--- config.mk ---
export PLATFORM = sky130hd
export DESIGN_NAME = frame_time_smoother_fps_stats_core
export DESIGN_NICKNAME = d
export VERILOG_FILES = /design/src/rtl/ftsm_pkg.sv /design/src/rtl/ftsm_ram.sv /design/src/rtl/ftsm_div.sv /design/src/rtl/frame_time_smoother_fps_stats_core.sv
export SDC_FILE = /design/constraint.sdc
export NUM_CORES = 2
export LEC_CHECK = 0
export ABC_AREA = 1
export BUFFER_PORTS_ARGS = -buffer_cell sky130_fd_sc_hd__buf_2
export CAP_MARGIN = 0
export CORE_MARGIN = 4
export CORE_UTILIZATION = 63
export CTS_BUF_LIST = sky130_fd_sc_hd__clkbuf_8 sky130_fd_sc_hd__clkbuf_16
export CTS_CLUSTER_DIAMETER = 120
export DETAILED_ROUTE_END_ITERATION = 8
export MAX_ROUTING_LAYER = met4
export PLACE_DENSITY_LB_ADDON = 0.15
export SLEW_MARGIN = 20
export SYNTH_ARGS = -nofsm -noshare
export SYNTH_HDL_FRONTEND = slang
export SYNTH_SLANG_ARGS = --single-unit
--- constraint.sdc ---
create_clock -name i_clk -period 9.05 [get_ports i_clk]
set_input_delay 0.4525 -clock i_clk [delete_from_list [all_inputs] [get_ports i_clk]]
set_output_delay 0.4525 -clock i_clk [all_outputs]
set_load 0.05 [all_outputs]
--- src/rtl/ftsm_pkg.sv ---
// ----------------------------------------------------------------------------
// ftsm_pkg
// Shared types and constants of the frame time smoother: request and result
// payloads, widths of the ring, the statistics and the shared divider.
// ----------------------------------------------------------------------------
package ftsm_pkg;

    // Ring geometry and field widths
    localparam int DEPTH      = 30;
    localparam int TICK_W     = 32;
    localparam int FPS_W      = 18;
    localparam int RATE_W     = 16;
    localparam int GAME_W     = TICK_W + RATE_W - 8;
    localparam int IDX_W      = $clog2(DEPTH);
    localparam int CNT_W      = $clog2(DEPTH);
    localparam int SUM_W      = TICK_W + $clog2(DEPTH);
    localparam int ACC_W      = 34;
    localparam int FRAMES_W   = 16;
    localparam int FPSSUM_W   = FPS_W + FRAMES_W;
    localparam int CFG_IDX_W  = 1;
    localparam int CFG_DATA_W = 32;

    // Shared divider: dividend wide enough for either sum, divisor for either count
    localparam int DIV_NW = (SUM_W > FPSSUM_W) ? SUM_W : FPSSUM_W;
    localparam int DIV_DW = (FRAMES_W > CNT_W) ? FRAMES_W : CNT_W;
    localparam int DIV_CW = $clog2(DIV_NW + 1);

    // Register indexes
    localparam logic [CFG_IDX_W-1:0] REG_TICKS_PER_SECOND = 1'b0;
    localparam logic [CFG_IDX_W-1:0] REG_GAME_RATE        = 1'b1;

    // Register reset values
    localparam logic [TICK_W-1:0] TPS_RESET  = TICK_W'(10000000);
    localparam logic [RATE_W-1:0] RATE_RESET = RATE_W'(256);

    // Request commands
    localparam logic CMD_FRAME = 1'b0;
    localparam logic CMD_CLEAR = 1'b1;

    typedef struct packed {
        logic              cmd;
        logic [TICK_W-1:0] elapsed_ticks;
        logic [FPS_W-1:0]  fps_sample;
    } t_in;

    typedef struct packed {
        logic [TICK_W-1:0] smoothed_ticks;
        logic [GAME_W-1:0] game_ticks;
        logic [FPS_W-1:0]  average_fps;
        logic [FPS_W-1:0]  worst_fps;
    } t_out;

    typedef struct packed {
        logic              start;
        logic [DIV_NW-1:0] dividend;
        logic [DIV_DW-1:0] divisor;
    } t_div_req;

    typedef struct packed {
        logic              busy;
        logic              done;
        logic [DIV_NW-1:0] quotient;
    } t_div_rsp;

endpackage

--- src/rtl/ftsm_ram.sv ---
// ----------------------------------------------------------------------------
// ftsm_ram
// Generic simple dual-port RAM: one write port, one read port with the read
// data registered.
// ----------------------------------------------------------------------------
module ftsm_ram #(
    parameter int WIDTH = 32,
    parameter int DEPTH = 32
) (
    input  logic                     i_clk,
    input  logic                     i_we,
    input  logic [$clog2(DEPTH)-1:0] i_waddr,
    input  logic [WIDTH-1:0]         i_wdata,
    input  logic [$clog2(DEPTH)-1:0] i_raddr,
    output logic [WIDTH-1:0]         o_rdata
);

    logic [WIDTH-1:0] r_mem [DEPTH];
    logic [WIDTH-1:0] r_rdata;

    always_ff @(posedge i_clk) begin
        if (i_we) begin
            r_mem[i_waddr] <= i_wdata;
        end
        r_rdata <= r_mem[i_raddr];
    end

    assign o_rdata = r_rdata;

endmodule

--- src/rtl/ftsm_div.sv ---
// ----------------------------------------------------------------------------
// ftsm_div
// Iterative restoring divider, one quotient bit per cycle. Shared by the ring
// mean and the per-second FPS mean. Divisor must be non-zero.
// ----------------------------------------------------------------------------
module ftsm_div
    import ftsm_pkg::*;
(
    input  logic     i_clk,
    input  logic     i_rst_n,
    input  t_div_req i_req,
    output t_div_rsp o_rsp
);

    logic              r_busy;
    logic              r_done;
    logic [DIV_CW-1:0] r_cnt;
    logic [DIV_NW-1:0] r_num;
    logic [DIV_DW-1:0] r_den;
    logic [DIV_DW-1:0] r_rem;

    logic [DIV_DW:0]   shifted;
    logic [DIV_DW:0]   diff;
    logic              qbit;

    always_comb begin
        shifted = {r_rem, r_num[DIV_NW-1]};
        diff    = shifted - {1'b0, r_den};
        qbit    = (shifted >= {1'b0, r_den});
    end

    always_ff @(posedge i_clk) begin
        if (!i_rst_n) begin
            r_busy <= 1'b0;
            r_done <= 1'b0;
            r_cnt  <= '0;
        end else begin
            r_done <= 1'b0;
            if (i_req.start) begin
                r_busy <= 1'b1;
                r_cnt  <= DIV_CW'(DIV_NW);
            end else if (r_busy) begin
                r_cnt <= r_cnt - 1'b1;
                if (r_cnt == DIV_CW'(1)) begin
                    r_busy <= 1'b0;
                    r_done <= 1'b1;
                end
            end
        end
    end

    // Datapath: shift the quotient into the dividend register
    always_ff @(posedge i_clk) begin
        if (i_req.start) begin
            r_num <= i_req.dividend;
            r_den <= i_req.divisor;
            r_rem <= '0;
        end else if (r_busy) begin
            r_num <= {r_num[DIV_NW-2:0], qbit};
            r_rem <= qbit ? diff[DIV_DW-1:0] : shifted[DIV_DW-1:0];
        end
    end

    assign o_rsp.busy     = r_busy;
    assign o_rsp.done     = r_done;
    assign o_rsp.quotient = r_num;

endmodule

--- src/rtl/frame_time_smoother_fps_stats_core.sv ---
// ----------------------------------------------------------------------------
// frame_time_smoother_fps_stats_core
// Frame time smoother with per-second FPS mean, worst FPS and game delta.
//
// Usage:
//   Input channel (i_in_valid / o_in_stall / i_in_data) takes one request per
//   frame: cmd frame update with elapsed ticks and FPS sample, or cmd clear
//   statistics. Every request yields exactly one result on the output channel
//   (o_out_valid / i_out_stall / o_out_data).
//   Configuration: i_cfg_we writes i_cfg_wdata into register i_cfg_index
//   (0 ticks per second, 1 game rate Q8.8); write only while idle.
//   A clear goes from the accepting edge through the game delta state to the
//   output register; a frame update also runs the shared bit-serial divider
//   for the ring mean once the ring holds more than 15 deltas, and again for
//   the FPS mean when a second rolls over with frames counted. One request
//   is in flight at a time and the next is taken in the cycle after the
//   result is registered.
//   The deltas sit in a 30-entry RAM with registered read data: the oldest
//   entry is read while the new delta is written, in the accept cycle.
//   Reset clears the ring count, sum and statistics; the RAM is not cleared,
//   as an entry is only read after it has been written.
//   When the receiver stalls, the result is held in the output register and
//   the next request is still accepted and worked; it waits for the output
//   register to free before it is published.
// ----------------------------------------------------------------------------
module frame_time_smoother_fps_stats_core
    import ftsm_pkg::*;
(
    input  logic                  i_clk,
    input  logic                  i_rst_n,
    input  logic                  i_in_valid,
    output logic                  o_in_stall,
    input  t_in                   i_in_data,
    output logic                  o_out_valid,
    input  logic                  i_out_stall,
    output t_out                  o_out_data,
    input  logic                  i_cfg_we,
    input  logic [CFG_IDX_W-1:0]  i_cfg_index,
    input  logic [CFG_DATA_W-1:0] i_cfg_wdata
);

    // Sequencer states
    localparam logic [2:0] ST_IDLE = 3'd0;
    localparam logic [2:0] ST_RD   = 3'd1;
    localparam logic [2:0] ST_DV1  = 3'd2;
    localparam logic [2:0] ST_ACC  = 3'd3;
    localparam logic [2:0] ST_DV2  = 3'd4;
    localparam logic [2:0] ST_MUL  = 3'd5;
    localparam logic [2:0] ST_OUT  = 3'd6;

    localparam logic [IDX_W-1:0]    LAST_IDX   = IDX_W'(DEPTH - 1);
    localparam logic [CNT_W-1:0]    FULL_CNT   = CNT_W'(DEPTH - 1);
    localparam logic [CNT_W-1:0]    HALF_CNT   = CNT_W'(DEPTH / 2);
    localparam logic [ACC_W-1:0]    ACC_MAX    = '1;
    localparam logic [FRAMES_W-1:0] FRAMES_MAX = '1;

    logic [2:0]          r_state,  n_state;
    logic [TICK_W-1:0]   r_dt;
    logic [FPS_W-1:0]    r_fps;
    logic [IDX_W-1:0]    r_widx,   n_widx;
    logic [CNT_W-1:0]    r_count,  n_count;
    logic [SUM_W-1:0]    r_sum,    n_sum;
    logic [TICK_W-1:0]   r_smooth, n_smooth;
    logic [ACC_W-1:0]    r_accum,  n_accum;
    logic [FRAMES_W-1:0] r_frames, n_frames;
    logic [FPSSUM_W-1:0] r_fpssum, n_fpssum;
    logic [FPS_W-1:0]    r_mean,   n_mean;
    logic [FPS_W-1:0]    r_lowest, n_lowest;
    logic [TICK_W-1:0]   r_tps;
    logic [RATE_W-1:0]   r_rate;
    logic [GAME_W-1:0]   r_game;
    logic                r_out_valid;
    t_out                r_out_data;

    logic                in_accept;
    logic                out_free;
    logic [IDX_W-1:0]    next_idx;
    logic [TICK_W-1:0]   ram_rdata;
    t_div_req            div_req;
    t_div_rsp            div_rsp;

    logic [ACC_W:0]      acc_raw;
    logic [ACC_W-1:0]    acc_sat;
    logic [ACC_W-1:0]    sec;
    logic                wrap;
    logic [FRAMES_W-1:0] frames_base;
    logic [FPSSUM_W-1:0] fpssum_base;
    logic [TICK_W+RATE_W-1:0] product;

    assign in_accept = i_in_valid && !o_in_stall;
    assign out_free  = !r_out_valid || !i_out_stall;
    assign next_idx  = (r_widx == LAST_IDX) ? '0 : r_widx + 1'b1;

    // Write the new delta and read the oldest one in the accept cycle
    ftsm_ram #(
        .WIDTH(TICK_W),
        .DEPTH(DEPTH)
    ) u_ring (
        .i_clk  (i_clk),
        .i_we   (in_accept && i_in_data.cmd == CMD_FRAME),
        .i_waddr(r_widx),
        .i_wdata(i_in_data.elapsed_ticks),
        .i_raddr(next_idx),
        .o_rdata(ram_rdata)
    );

    ftsm_div u_div (
        .i_clk  (i_clk),
        .i_rst_n(i_rst_n),
        .i_req  (div_req),
        .o_rsp  (div_rsp)
    );

    // One-second accumulator arithmetic for the accumulate state, and the game delta product
    always_comb begin
        sec         = (r_tps == '0) ? ACC_W'(1) : ACC_W'(r_tps);
        acc_raw     = {1'b0, r_accum} + (ACC_W + 1)'(r_smooth);
        acc_sat     = acc_raw[ACC_W] ? ACC_MAX : acc_raw[ACC_W-1:0];
        wrap        = (acc_sat > sec);
        frames_base = wrap ? '0 : r_frames;
        fpssum_base = wrap ? '0 : r_fpssum;
        product     = r_smooth * r_rate;
    end

    always_comb begin
        n_state  = r_state;
        n_widx   = r_widx;
        n_count  = r_count;
        n_sum    = r_sum;
        n_smooth = r_smooth;
        n_accum  = r_accum;
        n_frames = r_frames;
        n_fpssum = r_fpssum;
        n_mean   = r_mean;
        n_lowest = r_lowest;
        div_req  = '0;

        unique case (r_state)
            ST_IDLE: begin
                if (in_accept) begin
                    if (i_in_data.cmd == CMD_CLEAR) begin
                        // Clear statistics; keep the ring and smoothed delta
                        n_mean   = '0;
                        n_accum  = '0;
                        n_fpssum = '0;
                        n_frames = '0;
                        n_lowest = '1;
                        n_state  = ST_MUL;
                    end else begin
                        n_widx  = next_idx;
                        n_state = ST_RD;
                    end
                end
            end
            ST_RD: begin
                // Add the new delta, drop the oldest once the ring is full
                if (r_count == FULL_CNT) begin
                    n_sum = r_sum + SUM_W'(r_dt) - SUM_W'(ram_rdata);
                end else begin
                    n_sum   = r_sum + SUM_W'(r_dt);
                    n_count = r_count + 1'b1;
                end
                if (n_count > HALF_CNT) begin
                    div_req.start    = 1'b1;
                    div_req.dividend = DIV_NW'(n_sum);
                    div_req.divisor  = DIV_DW'(n_count);
                    n_state          = ST_DV1;
                end else begin
                    n_smooth = r_dt;
                    n_state  = ST_ACC;
                end
            end
            ST_DV1: begin
                if (div_rsp.done) begin
                    n_smooth = div_rsp.quotient[TICK_W-1:0];
                    n_state  = ST_ACC;
                end
            end
            ST_ACC: begin
                n_state = ST_MUL;
                if (wrap) begin
                    n_accum = acc_sat - sec;
                    if (r_frames != '0) begin
                        // Divider latches the old sum and count before they clear
                        div_req.start    = 1'b1;
                        div_req.dividend = DIV_NW'(r_fpssum);
                        div_req.divisor  = DIV_DW'(r_frames);
                        n_state          = ST_DV2;
                    end else begin
                        n_mean = '0;
                    end
                end else begin
                    n_accum = acc_sat;
                end
                n_frames = frames_base;
                n_fpssum = fpssum_base;
                if (frames_base != FRAMES_MAX) begin
                    n_frames = frames_base + 1'b1;
                    n_fpssum = fpssum_base + FPSSUM_W'(r_fps);
                end
                if (r_lowest > r_fps) begin
                    n_lowest = r_fps;
                end
            end
            ST_DV2: begin
                if (div_rsp.done) begin
                    n_mean  = div_rsp.quotient[FPS_W-1:0];
                    n_state = ST_MUL;
                end
            end
            ST_MUL: begin
                n_state = ST_OUT;
            end
            ST_OUT: begin
                // Hold until the output register is free
                if (out_free) begin
                    n_state = ST_IDLE;
                end
            end
            default: begin
                n_state = ST_IDLE;
            end
        endcase
    end

    always_ff @(posedge i_clk) begin
        if (!i_rst_n) begin
            r_state     <= ST_IDLE;
            r_widx      <= '0;
            r_count     <= '0;
            r_sum       <= '0;
            r_smooth    <= '0;
            r_accum     <= '0;
            r_frames    <= '0;
            r_fpssum    <= '0;
            r_mean      <= '0;
            r_lowest    <= '1;
            r_tps       <= TPS_RESET;
            r_rate      <= RATE_RESET;
            r_out_valid <= 1'b0;
        end else begin
            r_state  <= n_state;
            r_widx   <= n_widx;
            r_count  <= n_count;
            r_sum    <= n_sum;
            r_smooth <= n_smooth;
            r_accum  <= n_accum;
            r_frames <= n_frames;
            r_fpssum <= n_fpssum;
            r_mean   <= n_mean;
            r_lowest <= n_lowest;
            if (i_cfg_we) begin
                unique case (i_cfg_index)
                    REG_TICKS_PER_SECOND: r_tps  <= i_cfg_wdata[TICK_W-1:0];
                    REG_GAME_RATE:        r_rate <= i_cfg_wdata[RATE_W-1:0];
                    default: begin
                    end
                endcase
            end
            if (r_state == ST_OUT && out_free) begin
                r_out_valid <= 1'b1;
            end else if (!i_out_stall) begin
                r_out_valid <= 1'b0;
            end
        end
    end

    // Payload registers: latched request, game delta, published result
    always_ff @(posedge i_clk) begin
        if (in_accept) begin
            r_dt  <= i_in_data.elapsed_ticks;
            r_fps <= i_in_data.fps_sample;
        end
        if (r_state == ST_MUL) begin
            r_game <= product[TICK_W+RATE_W-1:8];
        end
        if (r_state == ST_OUT && out_free) begin
            r_out_data.smoothed_ticks <= r_smooth;
            r_out_data.game_ticks     <= r_game;
            r_out_data.average_fps    <= r_mean;
            r_out_data.worst_fps      <= r_lowest;
        end
    end

    assign o_in_stall  = (r_state != ST_IDLE);
    assign o_out_valid = r_out_valid;
    assign o_out_data  = r_out_data;

endmodule
==> impl_metrics.toml <==
[outcome]
status = "complete, no violations"

[floorplanning]
io_pins = 199
die_h_um = 372.6
core_um2 = 131800
die-area_um2 = 138900
die_x_um = 372.6
num_rows = 133
initial_core_util_pct = 63.56

[sta]
setup_viol = 0
max_freq_mhz = 134.9
min_period_over_period_pct = 81.92
hold_viol_final = 0
relSlewSlack_pct = 28.02
fin_setup_tns_ns = 0
fin_crit_ns = 7.413
slew_violations = 0
worstMarginPinSlew_ns = 1.076
fin_worst_skew_ns = 0.06563
rsz0062_at_grt = "false"

[clocking]
htree_num_levels = 4
cts_tree = "built"
clockBufferDepth = 3
cts_buffers = 156
path_clk_slew_ns = 0.06
cts_sinks = 1518
cts_hold_buffers = 50
cts_resized = 0
cts_setup_buffers = 0
root_buffer = "clkbuf_16"
insertion_delay_ns = 0.80

[global_routing]
grt_pass1_vias = 62250
antenna_found_initial = 8
grt_max_degree = 207
grt.total_usage_pct = 34.91
grt_pass1_wl_mm = 365.0
overflow = 0

[detailed_routing]
drtIter0Drc = 7309
drtAntennaViolNets = 0
via_per_inst = 6.094
num_vias = 63930
first_pass_iters = 6
drcViolationCount = 0
wl_per_cell_um = 22.90
routed_wl_mm = 240.2

[logic_synthesis]
yosysSeqAreaShare_pct = 50.75
synthArstFlopShare_pct = 0
synth_cell_types = 62
synth_edf_count = 1211
synth_ff_type = "edfxtp_1"
yosys_warnings = 0
synth.cell_area_um2 = 83770
ys_ff_latch = 1518
syn_inst = 8522
syn_avg_cell_area_um2 = 9.829
synth_fp_nets = 9339

[job]
maxCapViolations = 0

[power]
p_comb_share_pct = 45.0
leakage_nw = 36.46
clockPowerShare_pct = 23.9
power.internal_mw = 16.00
ir_drop_uv = 233.9
p_switching_mw = 11.69
p_seq_share_pct = 31.1
switching_share_pct = 42.21
p_total_mw = 27.69
powerDensity_nw_per_um2 = 299.6

[layout]
multi_input_area_um2 = 35720
fillers = 9914
area_growth_pct = 10.34
seqCellArea_um2 = 42510
nets = 9415
drive_above_1_share_pct = 7.960

[critical_path]
slowest_delay_ns = 0.80
end_kind = "flop"
path_buf_inv = 3
reg2reg_from = "r_smooth[5]"
startpoint = "r_smooth[5]"
cp.required_ns = 9.72
cp-start-kind = "flop"
arrival_ns = 8.09
crit_type = "flop to flop"
worstPathMaxFanout = 40
cp_slowest_cell = "nand2_2"
cp_top_family = "simple AND/OR/NAND/NOR gates"
crit_top_cell = "nand2_1"

[placed_design]
gp_congestion = 0.9687
dp_hpwl_mm = 158.7
io_buffers = 198

[hold_path]
min-delay-start = "i_cfg_wdata[21]"
min-delay-path-class = "input port to flop"
==> layer usage <==
layer / part of all wire, % / track usage [%] / vias to the layer above
met5: 0 / - / -
met3: 9.1 / 5.717 / 643
met1: 38 / 44.86 / 31000
met4: 4.9 / 14.90 / 0
li1: - / - / 29030
met2: 48 / 55.56 / 3250
==> registers in the layout, indices dropped and copies added, names as in the netlist, 6 cells and up <==
name / flops
o_out_data: 108
r_accum: 34
r_dt: 32
r_fps: 18
r_fpssum: 34
r_frames: 16
r_game: 40
r_lowest: 18
r_mean: 18
r_rate: 16
r_smooth: 32
r_sum: 37
r_tps: 32
u_div.r_cnt: 6
u_div.r_den: 16
u_div.r_num: 37
u_div.r_rem: 16
u_ring.o_rdata: 32
u_ring.r_mem: 960
==> power by group through the flow <==
stage,clock [mW],combinational [mW],sequential (mW)
5_1_grt,7.00,13.7,8.64
3_3_place_gp,0,12.1,8.72
3_5_place_dp,0,12.2,8.74
6_report,6.61,12.5,8.61
4_1_cts,6.68,12.3,8.59
2_1_floorplan,0,8.36,8.68
==> cell usage in the layout (no fill, tap or decap), drive strengths merged, types with 22 or more instances in the layout <==
| cell | n |
|---|---|
| nor3 | 75 |
| o21ai | 756 |
| dlygate4sd3 | 50 |
| fa | 423 |
| o211ai | 150 |
| nand4 | 30 |
| buf | 327 |
| xor2 | 89 |
| xnor2 | 55 |
| o21bai | 27 |
| edfxtp | 1211 |
| o221ai | 132 |
| clkinv | 69 |
| inv | 1121 |
| a21oi | 597 |
| clkbuf | 170 |
| nor4 | 22 |
| nand2 | 1468 |
| dfxtp | 307 |
| nor2 | 823 |
| a211oi | 42 |
| or2 | 30 |
| ha | 305 |
| nand3 | 171 |
| a31oi | 42 |
| o22ai | 144 |
==> worst register-to-register path: cells and delay by family (launching register included) <==
family / cells / cell delay (ns)
AOI/OAI and AO/OA: 7 / 1.35
and+or+nand+nor: 21 / 3.76
DFF: 1 / 0.31
buffers and inverters: 3 / 0.78
adders and majority gates: 3 / 1.10
==> stage by stage <==
step / worst slack (ns) / instance area, um2 / cells / hold slack [ns] / utilization, %
3_3_place_gp: 1.728 / 86550 / 10150 / 0.4030 / 65.67
2_1_floorplan: 2.335 / 83770 / 8522 / 0.4003 / -
4_1_cts: 1.671 / 92410 / 10490 / 0.03518 / 70.11
6_report: 1.637 / 92420 / 10490 / 0.07138 / 70.13
3_5_place_dp: 1.728 / 86550 / 10150 / 0.4045 / 65.67
5_1_grt: 1.047 / 92420 / 10490 / 0.05406 / 70.13
==> cell usage after synthesis (19+ instances only) <==
library cell | instances | area share (%)
dfxtp_1 | 307 | 7.3
nor4_1 | 22 | 0.16
nor3_1 | 69 | 0.41
xnor2_1 | 55 | 0.58
nand3_1 | 163 | 0.97
a21oi_1 | 596 | 3.6
ha_1 | 305 | 4.6
fa_1 | 423 | 10
nand4_1 | 29 | 0.22
o21bai_1 | 27 | 0.24
o211ai_1 | 150 | 1.3
a211oi_1 | 42 | 0.38
edfxtp_1 | 1211 | 43
o22ai_1 | 144 | 1.1
a31oi_1 | 42 | 0.31
o21ai_0 | 737 | 4.4
o21ai_1 | 19 | 0.11
nor2_1 | 811 | 3.6
clkbuf_1 | 426 | 1.9
xor2_1 | 89 | 0.93
nand2_1 | 1461 | 6.5
or2_2 | 30 | 0.22
inv_1 | 1072 | 4.8
o221ai_1 | 132 | 1.4
==> final timing paths <==
kind                                       end  slack (ns)  cells after the start
worst max-delay path              r_fpssum[24]        1.64                     34
worst min register to register  o_out_data[50]        0.39                      0
worst min-delay path                 r_tps[21]        0.07                      3
worst max register to register    r_fpssum[24]        1.64                     34
==> cell families after synthesis <==
| group | share of synthesized area, % |
|---|---|
| compound gates | 13.39 |
| xor+xnor | 1.506 |
| simple gates | 12.68 |
| buf+inv | 7.013 |
| fa+ha+maj | 14.66 |
| flops | 50.75 |
==> area by class of cell <==
class	instances	share of cell area [%]
Sequential cell	1518	46.00
Multi-Input combinational cell	5454	38.65
Clock buffer	170	4.457
Inverter	1091	4.452
Timing Repair Buffer	377	2.718
Tap cell	1755	2.376
Clock inverter	121	1.342
Antenna cell	4	0.01083
Note: power is estimated with default switching activity, not from simulation.
